==> config.mk <==
export PLATFORM = sky130hd
export DESIGN_NAME = key_exchange_sort
export DESIGN_NICKNAME = d
export VERILOG_FILES = /design/src/kes_pkg.sv /design/src/key_exchange_sort.sv /design/src/kes_ram.sv /design/src/kes_ctrl.sv /design/src/kes_dp.sv
export SDC_FILE = /design/constraint.sdc
export NUM_CORES = 2
export LEC_CHECK = 0
export BUFFER_PORTS_ARGS = -buffer_cell sky130_fd_sc_hd__buf_2
export CAP_MARGIN = 20
export CORE_ASPECT_RATIO = 1.2
export CORE_MARGIN = 1
export CORE_UTILIZATION = 35
export CTS_CLUSTER_DIAMETER = 60
export DETAILED_ROUTE_END_ITERATION = 7
export PLACE_DENSITY = 0.58
export SLEW_MARGIN = 0
export SYNTH_ARGS = -nofsm -noshare
export SYNTH_HDL_FRONTEND = slang
export SYNTH_SLANG_ARGS = --single-unit
==> constraint.sdc <==
create_clock -name clk -period 12.72 [get_ports clk]
set_input_delay 1.272 -clock clk [delete_from_list [all_inputs] [get_ports clk]]
set_output_delay 1.272 -clock clk [all_outputs]
set_load 0.05 [all_outputs]
==> src/kes_pkg.sv <==
// ----------------------------------------------------------------------------
// kes_pkg: shared definitions for the key exchange sorter
// Port widths, parameter defaults and the controller/datapath interface.
// ----------------------------------------------------------------------------
package kes_pkg;

	localparam int KEY_W            = 32;
	localparam int IDX_W            = 6;
	localparam int MAX_ITEMS_DEF    = 64;
	localparam int KEY_BITS_DEF     = 32;

	// commands from controller to datapath, at most one high per cycle
	typedef struct packed {
		logic load;   // store an accepted word
		logic rd_i;   // read entry i, set j = i + 1
		logic get_i;  // latch entry i, read entry j
		logic scan;   // compare entry j with held entry, read next j
		logic wr_i;   // write held entry back at i, move to next i
		logic emit;   // read entry k onto the result port
	} kes_cmd_t;

	typedef struct packed {
		logic fill_empty; // no entry stored yet
		logic j_at_n;     // inner index has passed the last entry
		logic i_done;     // no pair left after the current outer index
		logic k_last;     // emitting the final entry
	} kes_sts_t;

endpackage

==> src/key_exchange_sort.sv <==
// ----------------------------------------------------------------------------
// key_exchange_sort: set sorter by exchange sort
// Loads a set of keys, sorts them in place and streams them with their tags.
// ----------------------------------------------------------------------------
// Usage:
//   Input: a word is taken at a clock edge with start high and busy low.
//   Each word stores one key tagged with its arrival position; words past
//   MAX_ITEMS are dropped and set the overflowed flag of the set.
//   A word with last_item high starts the sort; busy drops in the cycle
//   that carries the last result.
//   Sorting: one shared compare unit reads at most one stored entry per cycle
//   from a single RAM, so a set of N >= 2 entries keeps busy high through the
//   exchange passes and the output after the last word. A set of one entry
//   skips the sort and goes straight to the output.
//   Output: one result per entry in sorted order, on consecutive cycles,
//   each valid for one cycle with result_strobe; end_of_run marks the last.
//   The first result comes from the registered read of the first entry after
//   the sort. The receiver cannot stall.
//   Configuration: cfg_ready is always high; write descending only while idle.
//   Reset clears the set and the descending register; the store needs no
//   clearing.
// ----------------------------------------------------------------------------
module key_exchange_sort #(
	parameter int MAX_ITEMS = kes_pkg::MAX_ITEMS_DEF,
	parameter int KEY_BITS  = kes_pkg::KEY_BITS_DEF
) (
	input  logic                       clk,
	input  logic                       arst_n,
	input  logic                       start,
	output logic                       busy,
	input  logic [kes_pkg::KEY_W-1:0]  sort_key,
	input  logic                       last_item,
	output logic                       result_strobe,
	output logic [kes_pkg::KEY_W-1:0]  sorted_key,
	output logic [kes_pkg::IDX_W-1:0]  source_index,
	output logic                       overflowed,
	output logic                       end_of_run,
	input  logic                       cfg_valid,
	output logic                       cfg_ready,
	input  logic                       cfg_data
);

	import kes_pkg::*;

	kes_cmd_t cmd;
	kes_sts_t sts;
	logic     descending_q;
	logic     ctrl_busy;

	assign cfg_ready = 1'b1;
	assign busy      = ctrl_busy;

	always_ff @(posedge clk or negedge arst_n) begin
		if (!arst_n) begin
			descending_q <= 1'b0;
		end else if (cfg_valid && cfg_ready) begin
			descending_q <= cfg_data;
		end
	end

	kes_ctrl u_ctrl (
		.clk      (clk),
		.arst_n   (arst_n),
		.start    (start && !ctrl_busy),
		.last_item(last_item),
		.sts      (sts),
		.cmd      (cmd),
		.busy     (ctrl_busy)
	);

	kes_dp #(
		.MAX_ITEMS(MAX_ITEMS),
		.KEY_BITS (KEY_BITS)
	) u_dp (
		.clk          (clk),
		.arst_n       (arst_n),
		.cmd          (cmd),
		.sts          (sts),
		.descending   (descending_q),
		.sort_key     (sort_key),
		.last_item    (last_item),
		.result_strobe(result_strobe),
		.sorted_key   (sorted_key),
		.source_index (source_index),
		.overflowed   (overflowed),
		.end_of_run   (end_of_run)
	);

	a_last_starts: assert property (@(posedge clk) disable iff (!arst_n)
		start && !busy && last_item |=> busy)
		else $error("last word did not start a sort");

	a_busy_cause: assert property (@(posedge clk) disable iff (!arst_n)
		$rose(busy) |-> $past(start && last_item))
		else $error("busy rose without a last word");

	a_end_quiet: assert property (@(posedge clk) disable iff (!arst_n)
		result_strobe && end_of_run |=> !result_strobe)
		else $error("result after end of run");

	a_end_idle: assert property (@(posedge clk) disable iff (!arst_n)
		result_strobe && end_of_run |-> !busy)
		else $error("still busy at end of run");

endmodule

==> src/kes_ram.sv <==
// ----------------------------------------------------------------------------
// kes_ram: generic single-port-write, single-port-read RAM
// One write and one registered read per cycle.
// ----------------------------------------------------------------------------
module kes_ram #(
	parameter int WIDTH = 8,
	parameter int DEPTH = 64
) (
	input  logic                     clk,
	input  logic                     we,
	input  logic [$clog2(DEPTH)-1:0] waddr,
	input  logic [WIDTH-1:0]         wdata,
	input  logic                     re,
	input  logic [$clog2(DEPTH)-1:0] raddr,
	output logic [WIDTH-1:0]         rdata
);

	logic [WIDTH-1:0] mem_q [DEPTH];

	always_ff @(posedge clk) begin
		if (we) begin
			mem_q[waddr] <= wdata;
		end
		if (re) begin
			rdata <= mem_q[raddr];
		end
	end

endmodule

==> src/kes_ctrl.sv <==
// ----------------------------------------------------------------------------
// kes_ctrl: sequencer of the key exchange sorter
// Steps load, outer/inner exchange passes and result streaming.
// ----------------------------------------------------------------------------
module kes_ctrl (
	input  logic              clk,
	input  logic              arst_n,
	input  logic              start,
	input  logic              last_item,
	input  kes_pkg::kes_sts_t sts,
	output kes_pkg::kes_cmd_t cmd,
	output logic              busy
);

	import kes_pkg::*;

	localparam logic [2:0] S_IDLE = 3'd0;
	localparam logic [2:0] S_RDI  = 3'd1;
	localparam logic [2:0] S_GETI = 3'd2;
	localparam logic [2:0] S_SCAN = 3'd3;
	localparam logic [2:0] S_WRI  = 3'd4;
	localparam logic [2:0] S_OUT  = 3'd5;

	logic [2:0] state_q;
	logic [2:0] state_d;

	assign busy = (state_q != S_IDLE);

	always_comb begin
		cmd     = '0;
		state_d = state_q;
		unique case (state_q)
			S_IDLE: begin
				if (start) begin
					cmd.load = 1'b1;
					if (last_item) begin
						state_d = sts.fill_empty ? S_OUT : S_RDI;
					end
				end
			end
			S_RDI: begin
				cmd.rd_i = 1'b1;
				state_d  = S_GETI;
			end
			S_GETI: begin
				cmd.get_i = 1'b1;
				state_d   = S_SCAN;
			end
			S_SCAN: begin
				cmd.scan = 1'b1;
				if (sts.j_at_n) begin
					state_d = S_WRI;
				end
			end
			S_WRI: begin
				cmd.wr_i = 1'b1;
				state_d  = sts.i_done ? S_OUT : S_GETI;
			end
			S_OUT: begin
				cmd.emit = 1'b1;
				if (sts.k_last) begin
					state_d = S_IDLE;
				end
			end
			default: begin
				state_d = S_IDLE;
			end
		endcase
	end

	always_ff @(posedge clk or negedge arst_n) begin
		if (!arst_n) begin
			state_q <= S_IDLE;
		end else begin
			state_q <= state_d;
		end
	end

endmodule

==> src/kes_dp.sv <==
// ----------------------------------------------------------------------------
// kes_dp: datapath of the key exchange sorter
// Entry store, fill and loop counters, held entry, compare and result register.
// ----------------------------------------------------------------------------
module kes_dp #(
	parameter int MAX_ITEMS = kes_pkg::MAX_ITEMS_DEF,
	parameter int KEY_BITS  = kes_pkg::KEY_BITS_DEF
) (
	input  logic                       clk,
	input  logic                       arst_n,
	input  kes_pkg::kes_cmd_t          cmd,
	output kes_pkg::kes_sts_t          sts,
	input  logic                       descending,
	input  logic [kes_pkg::KEY_W-1:0]  sort_key,
	input  logic                       last_item,
	output logic                       result_strobe,
	output logic [kes_pkg::KEY_W-1:0]  sorted_key,
	output logic [kes_pkg::IDX_W-1:0]  source_index,
	output logic                       overflowed,
	output logic                       end_of_run
);

	import kes_pkg::*;

	localparam int AW = $clog2(MAX_ITEMS);
	localparam int CW = $clog2(MAX_ITEMS + 1);
	localparam int EW = KEY_BITS + IDX_W;

	logic [CW-1:0] fill_q;
	logic          ovf_q;
	logic [CW-1:0] n_q;
	logic [AW-1:0] i_q;
	logic [CW-1:0] j_q;
	logic [AW-1:0] k_q;
	logic [EW-1:0] held_q;
	logic [AW-1:0] j_s1;
	logic          strobe_s1;
	logic          ovf_s1;
	logic          end_s1;

	logic          we;
	logic [AW-1:0] waddr;
	logic [EW-1:0] wdata;
	logic          re;
	logic [AW-1:0] raddr;
	logic [EW-1:0] rdata;

	logic [KEY_BITS-1:0] rkey;
	logic [KEY_BITS-1:0] hkey;
	logic                swap;
	logic                j_lt_n;
	logic                has_room;

	kes_ram #(
		.WIDTH(EW),
		.DEPTH(MAX_ITEMS)
	) u_store (
		.clk  (clk),
		.we   (we),
		.waddr(waddr),
		.wdata(wdata),
		.re   (re),
		.raddr(raddr),
		.rdata(rdata)
	);

	assign rkey     = rdata[EW-1:IDX_W];
	assign hkey     = held_q[EW-1:IDX_W];
	assign swap     = descending ? (rkey > hkey) : (rkey < hkey);
	assign j_lt_n   = (j_q < n_q);
	assign has_room = (fill_q < CW'(MAX_ITEMS));

	assign sts.fill_empty = (fill_q == '0);
	assign sts.j_at_n     = !j_lt_n;
	assign sts.i_done     = ((CW + 1)'(i_q) + (CW + 1)'(2)) >= (CW + 1)'(n_q);
	assign sts.k_last     = (CW'(k_q) + CW'(1)) == n_q;

	always_comb begin
		we    = 1'b0;
		waddr = j_s1;
		wdata = held_q;
		re    = 1'b0;
		raddr = j_q[AW-1:0];
		if (cmd.load) begin
			we    = has_room;
			waddr = fill_q[AW-1:0];
			wdata = {KEY_BITS'(sort_key), IDX_W'(fill_q)};
		end
		if (cmd.rd_i) begin
			re    = 1'b1;
			raddr = i_q;
		end
		if (cmd.get_i) begin
			re = 1'b1;
		end
		if (cmd.scan) begin
			we = swap;
			re = j_lt_n;
		end
		if (cmd.wr_i) begin
			we    = 1'b1;
			waddr = i_q;
			re    = !sts.i_done;
			raddr = i_q + AW'(1);
		end
		if (cmd.emit) begin
			re    = 1'b1;
			raddr = k_q;
		end
	end

	always_ff @(posedge clk or negedge arst_n) begin
		if (!arst_n) begin
			fill_q    <= '0;
			ovf_q     <= 1'b0;
			n_q       <= '0;
			i_q       <= '0;
			j_q       <= '0;
			k_q       <= '0;
			strobe_s1 <= 1'b0;
		end else begin
			strobe_s1 <= cmd.emit;
			if (cmd.load) begin
				if (has_room) begin
					fill_q <= fill_q + CW'(1);
				end else begin
					ovf_q <= 1'b1;
				end
				if (last_item) begin
					n_q <= has_room ? fill_q + CW'(1) : fill_q;
					i_q <= '0;
					k_q <= '0;
				end
			end
			if (cmd.rd_i) begin
				j_q <= CW'(i_q) + CW'(1);
			end
			if (cmd.get_i || (cmd.scan && j_lt_n)) begin
				j_q <= j_q + CW'(1);
			end
			if (cmd.wr_i) begin
				i_q <= i_q + AW'(1);
				j_q <= CW'(i_q) + CW'(2);
			end
			if (cmd.emit) begin
				k_q <= k_q + AW'(1);
				if (sts.k_last) begin
					fill_q <= '0;
					ovf_q  <= 1'b0;
				end
			end
		end
	end

	always_ff @(posedge clk) begin
		if (cmd.get_i || (cmd.scan && swap)) begin
			held_q <= rdata;
		end
		if (cmd.get_i || (cmd.scan && j_lt_n)) begin
			j_s1 <= j_q[AW-1:0];
		end
		if (cmd.emit) begin
			ovf_s1 <= ovf_q;
			end_s1 <= sts.k_last;
		end
	end

	assign result_strobe = strobe_s1;
	assign sorted_key    = KEY_W'(rdata[EW-1:IDX_W]);
	assign source_index  = rdata[IDX_W-1:0];
	assign overflowed    = ovf_s1;
	assign end_of_run    = end_s1;

endmodule
[Yosys cells after proc, flatten, opt, wreduce, memory -nomap -nowiden]
Memory sizes are Yosys's and may differ from the RTL's. A register that Yosys moved wholly into a read port is not among the register bits.
Cells that the tools add are included.
Cells by class
  eq/ne operators: 10
  $add $sub $neg: 8
  order comparisons: 5
  muxes and demuxes: 46
  reduce and logical (&&, ||, !) cells: 19
  div/mod/pow operators: 0
  bitwise operators: 0
  shift-type cells: 0
  $mul: 0
Operator list (number)
  $mux 6: 9
  $mux 7: 7
  $mux 38: 1
  $gt 32x32->1: 1
  $lt 32x32->1: 1
  $mux 1: 22
  $mux 3: 6
  $pmux 3 s6: 1
  $add 6x1->7 const B: 2
  $add 6x2->7 const B: 2
  $add 7x1->7 const B: 2
  $add 6x1->6 const B: 2
  $ge 8x7->1: 1
  $reduce_bool 2->1: 4
  $eq 7x7->1: 1
  $logic_not 7->1: 1
  $lt 7x7->1: 1
  $lt 7x7->1 const B: 1
  $eq 3x2->1 const B: 2
  $eq 3x3->1 const B: 2
  $ne 2x2->1 const B: 3
  $reduce_and 2->1: 3
  $reduce_bool 3->1: 2
  $reduce_and 4->1: 1
  other kinds (6): 10
Storage, ports and cells
  latch bits: 0
  memories kept: 1
  memory bits (read-only): 0
  register bits after elaboration: 85
  logic and storage cells: 102
  RAM bits: 2432
  bits of input ports: 38
  output and inout bits: 43
Memories
  u_dp.u_store.mem_q: depth 64, width 38, rd ports 1, clocked after Yosys merged registers in 1, wr ports 1, RTL line kes_ram.sv:18  | logic [WIDTH-1:0] mem_q [DEPTH];

[Depth between registers and ports, before layout]
  depth in word-level cells: 10
  depth in mapped cells: 14
  mapped depth without buffers: 13

[Cells and area by module]
From an unflattened synthesis, not the netlist that was laid out.
Second synthesis, totals
  cell total of the unflattened synthesis: 4605
  area total of the unflattened synthesis: 99068.8 sq um
By module, submodules not included
  kes_ram: area an instance 93319.5 sq um, times used 1, cells each 3989, sequential area each 74171.1 sq um
  kes_dp: area an instance 5432.7 sq um, times used 1, cells each 578, sequential area each 2257.2 sq um
  kes_ctrl: area an instance 259.0 sq um, times used 1, cells each 33, sequential area each 75.1 sq um
  key_exchange_sort: area an instance 57.6 sq um, times used 1, cells each 5, sequential area each 25.0 sq um

[Worst setup path before layout]
OpenSTA, ideal clock, no wires.
  path kind: register to register
  from: reg u_dp.u_store.rdata[13] (read register of u_dp.u_store.mem_q)
  to: mem u_dp.u_store.mem_q[11][0] (netlist name), enable pin
  required time: 12.231 ns
  buffers on the path: 1
  setup time: 0.489 ns
  arrival: 5.474 ns
  period minus slack after synthesis: 5.962 ns
  stages on the path, launching flop included: 10
  slack: 6.758 ns
  cell sequence: edfxtp_1 ha_1 a21oi_1 o21ai_0 a2111oi_0 a32oi_1 nor4_1 nor4_4 clkbuf_1 nor3b_1
Between the ends
  longest elaborated chain between the ends: 6
  elaborated cells on any way between the ends: 7
  classes of those cells: order compare: 2; mux: 5
Ends and longest elaborated chain
  start, declared: RTL line kes_ram.sv:15  | output logic [WIDTH-1:0] rdata
  $lt 32x32->1 or $gt 32x32->1 (tied branches): RTL line kes_dp.sv:69  | assign swap = descending ? (rkey > hkey) : (rkey < hkey);
  $mux 1 (*): RTL line kes_dp.sv:69
  $mux 1 (*): RTL line kes_dp.sv:96  | if (cmd.scan) begin
  $mux 1 (*): RTL line kes_dp.sv:100  | if (cmd.wr_i) begin
  $mux 1 (*): RTL line kes_ram.sv:21  | if (we) begin
  $mux 1 (implied by the code) (*): RTL line kes_ram.sv:22  | mem_q[waddr] <= wdata;
  end, declared: RTL line kes_ram.sv:18
Mark *: on every way between the ends. The rest lies on a longest branch, timed or not.

[Worst setup path in the final report]
  from: reg u_ctrl.state_q[0]
  to: reg u_dp.u_store.rdata[21] (read register of u_dp.u_store.mem_q) (data pin)
Between the ends
  longest elaborated chain between the ends: 7
  elaborated cells on any way between the ends: 18
  classes of those cells: eq/ne: 5; mux: 13
Ends and longest elaborated chain
  start, declared: RTL line kes_ctrl.sv:24  | logic [2:0] state_q;
  start signal, assigned: RTL line kes_ctrl.sv:75  | state_q <= state_d;
  $eq 3x1->1: RTL line kes_ctrl.sv:32  | unique case (state_q)
  $mux 1: RTL line kes_ctrl.sv:32
  $mux 1: RTL line kes_dp.sv:89  | if (cmd.rd_i) begin
  $mux 1: RTL line kes_dp.sv:93  | if (cmd.get_i) begin
  $mux 1: RTL line kes_dp.sv:96
  $mux 1: RTL line kes_dp.sv:100
  $mux 1: RTL line kes_dp.sv:106  | if (cmd.emit) begin
Parallel ways exist; a longest one is shown, timed or not.
A chain may end at the register's enable or synchronous reset.

==> impl_metrics.sql <==
INSERT INTO impl_metrics (metric_group, metric, value, unit) VALUES
('drt', 'avgViaCountPerCell', '5.57', ''),
('power_and_ir_drop', 'internal_power', '12700', 'uW'),
('synthesis', 'postSynthNetCount', '6851', ''),
('die', 'design.portCount', '81', ''),
('outcome', 'outcome', 'completed', ''),
('synthesis', 'avgSynthCellArea', '15.0', 'sq um'),
('timing', 'setup_tns', '0', 'ns'),
('synthesis', 'synth_area', '0.102', 'sq mm'),
('power_and_ir_drop', 'p_seq_share', '57.9', '%'),
('drt', 'detailroute.via_count', '59928', ''),
('synthesis', 'sequential_share_of_the_synthesized_area', '75.4', '%'),
('drt', 'wl_per_cell', '25.5', 'um'),
('power_and_ir_drop', 'leakage', '0.0333', 'uW'),
('timing', 'whs', '0.468', 'ns'),
('cts', 'ctsLongestPathBuffers', '4', ''),
('die', 'die-area', '0.292', 'sq mm'),
('timing', 'max_slew_margin', '16.9', '%'),
('synthesis', 'ys_dominant_reg_cell', 'edfxtp_1', ''),
('worst_setup_path', 'critical_path_buf_inv_count', '2', ''),
('synthesis', 'yosys_register_bits', '2555', ''),
('power_and_ir_drop', 'powerDensity', '138', 'mW/mm^2'),
('global_routing', 'initial_antenna_violation_count', '10', ''),
('global_routing', 'groute.usage.overall', '18.3', '%'),
('timing', 'finClkSkew', '0.0677', 'ns'),
('cts', 'cts_htree_levels', '4', ''),
('synthesis', 'synth_enable_flop_cells', '2516', ''),
('worst_setup_path', 'required', '13.24', 'ns'),
('cts', 'cts_root_buffer', 'clkbuf_16', ''),
('die', 'die_width', '494', 'um'),
('flow_run', 'drv_cap', '0', ''),
('synthesis', 'synth.top_cells.by_area', 'edfxtp_1, nand2_1, a21oi_1', ''),
('power_and_ir_drop', 'p_sw_share', '19.1', '%'),
('layout', 'final_nets', '6858', ''),
('placed_design', 'dp_hpwl', '146', 'mm'),
('drt', 'detail_route.drc_violations', '0', ''),
('synthesis', 'post-synth-top-count-cell', 'edfxtp_1', ''),
('global_routing', 'global_route.overflow_total', '0', ''),
('timing', 'finalHoldViolCount', '0', ''),
('power_and_ir_drop', 'netSwitchingPower', '3010', 'uW'),
('worst_setup_path', 'cp_max_fo', '182', ''),
('timing', 'worst_pin_slew', '1.23', 'ns'),
('cts', 'post_cts.resized_instances', '0', ''),
('die', 'die_h', '592', 'um'),
('synthesis', 'synthesis.instances', '6762', ''),
('worst_setup_path', 'critical_path_most_common_cell', 'a21oi_1', ''),
('drt', 'drt_first_pass_iters', '6', ''),
('layout', 'finalCoreUtilization', '39.4', '%'),
('timing', 'unrepaired_setup_endpoints_after_global_routing', 'no', ''),
('cts', 'tritoncts_clock_tree', 'done', ''),
('global_routing', 'grt_first_pass_wirelength', '397', 'mm'),
('placed_design', 'gp_routability_congestion', '0.851', ''),
('power_and_ir_drop', 'p_clk_share', '42.1', '%'),
('timing', 'maxClockFrequency', '161', 'MHz'),
('die', 'floorplan.initialDensity', '35.2', '%'),
('synthesis', 'synth_top_cell_by_area', 'edfxtp_1', ''),
('drt', 'detailedRoute.firstIterationViolations', '6267', ''),
('power_and_ir_drop', 'comb_power_share', '0.1', '%'),
('layout', 'drive_gt1_share', '10.1', '%'),
('cts', 'worst_skew_pair.late_latency', '0.90', 'ns'),
('timing', 'final.min_clock_period', '6.20', 'ns'),
('worst_setup_path', 'timing.critical_path.to_type', 'flip-flop', ''),
('cts', 'path_clk_slew', '0.06', 'ns'),
('worst_setup_path', 'arrival_worst_endpoint', '6.72', 'ns'),
('synthesis', 'netlist.area_leader.share', '74.4', '%'),
('global_routing', 'largest_net_degree_at_the_start_of_global_routing', '183', ''),
('placed_design', 'port_buffers', '79', ''),
('worst_setup_path', 'critical_path.top_delay_family', 'compound AO/OA/AOI/OAI gates', ''),
('min_path', 'min-delay-path-class', 'flip-flop to flip-flop', ''),
('worst_setup_path', 'setup.worst_path.start_class', 'flip-flop', ''),
('timing', 'min_period_over_period', '48.7', '%'),
('layout', 'area_delta_synth_final', '12.0', '%');
## worst register-to-register path: stages (launching register included)
cell and delay [ns]:
dfrtp_1 0.89, nor2_1 0.12, o31ai_2 0.35, o21a_4 0.62
buf_12 0.81, buf_4 1.08, a21oi_1 0.25, a221oi_1 0.33
a21oi_1 0.08, a22o_1 0.36, nor4_1 0.97
## cell usage in the layout, fill, tap and decap left out, types with 13 or more instances in the layout
| cell type | instances |
|---|---|
| o21ai_4 | 33 |
| nor2_1 | 44 |
| buf_2 | 85 |
| clkbuf_16 | 237 |
| nor3_2 | 55 |
| a32oi_1 | 152 |
| clkinv_2 | 38 |
| clkinv_1 | 64 |
| a221oi_1 | 307 |
| a32o_1 | 76 |
| a21oi_1 | 787 |
| o22ai_1 | 78 |
| clkbuf_1 | 59 |
| edfxtp_1 | 2516 |
| mux2i_1 | 389 |
| xnor2_1 | 19 |
| nand3_1 | 23 |
| nand2_1 | 1172 |
| inv_1 | 53 |
| buf_4 | 165 |
| a22o_1 | 149 |
| dfrtp_1 | 39 |
| nor2b_1 | 13 |
| ha_1 | 51 |
| o21ai_0 | 44 |
| nor4_1 | 104 |
## power by group through the flow
| stage | clock, uW | sequential [uW] | combinational, uW |
|---|---|---|---|
| floorplan | 0 | 9280 | 1.92 |
| global placement | 0 | 9280 | 12.1 |
| detailed placement | 0 | 9280 | 12.3 |
| CTS | 6730 | 9100 | 12.4 |
| global route | 7010 | 9090 | 13.1 |
| finish | 6620 | 9100 | 12.0 |
## through the flow
step / std cells / setup slack, ns / power [uW] / area (sq um)
2_1_floorplan: 6762 / 6.76 / 9280 / 102000
3_3_place_gp: 10333 / 6.04 / 9290 / 107000
3_5_place_dp: 10343 / 6.63 / 9290 / 107000
4_1_cts: 10759 / 6.63 / 15800 / 114000
5_1_grt: 10766 / 6.33 / 16100 / 114000
6_report: 10767 / 6.52 / 15700 / 114000
## cell families after synthesis
logic type                 count (synthesis)  synth area share [%]
DFF                                     2555                  75.4
other                                      1               0.00369
adders and majority gates                 52                 0.638
buffers and inverters                    546                  2.51
and+or+nand+nor                         1499                  6.13
xor gates and xnor gates                  30                 0.259
muxes                                    394                  3.89
AOI/OAI and AO/OA                       1685                  11.2
## per-layer routing
| metal | GRT usage (%) | wire length [um] | up-vias |
|---|---|---|---|
| met5 | 0 | 12 | - |
| met3 | 2.31 | 18200 | 442 |
| met1 | 24.1 | 113000 | 30746 |
| li1 | - | - | 26454 |
| met2 | 31.2 | 135000 | 2284 |
| met4 | 5.92 | 8220 | 2 |
## worst paths after layout
check	startpoint	endpoint	slack (ns)	cells past startpoint
worst max register to register	u_ctrl.state_q[0]	u_dp.u_store.rdata[21]	6.52	10
max in group asynchronous	arst_n	u_dp.j_q[4]	11.56	1
worst max-delay path	u_ctrl.state_q[0]	u_dp.u_store.rdata[21]	6.52	10
worst min register to register	u_dp.ovf_q	u_dp.overflowed	0.47	0
worst min-delay path	u_dp.ovf_q	u_dp.overflowed	0.47	0
min in group asynchronous	arst_n	descending_q	0.55	1
## flip-flops by register name, indices dropped and copies added (netlist names)
register	cells
u_dp.fill_q	7
u_ctrl.state_q	3
u_dp.i_q	6
u_dp.held_q	38
descending_q	1
u_dp.u_store.rdata	38
u_dp.j_q	7
u_dp.overflowed	1
u_dp.ovf_q	1
u_dp.end_of_run	1
u_dp.j_s1	6
u_dp.result_strobe	1
u_dp.u_store.mem_q	2432
u_dp.n_q	7
u_dp.k_q	6
## area by class of cell
cell class                      instances  area, sq um
Clock inverter                        120          817
Sequential cell                      2555        76500
Inverter                               53          199
Multi-Input combinational cell       3661        23400
Clock buffer                          296         6150
Timing Repair Buffer                  264         1930
Antenna cell                            3         7.51
Tap cell                             3815         4770
Fill cell                           26373       175000
No activity file was read; power rests on OpenSTA's default activity.
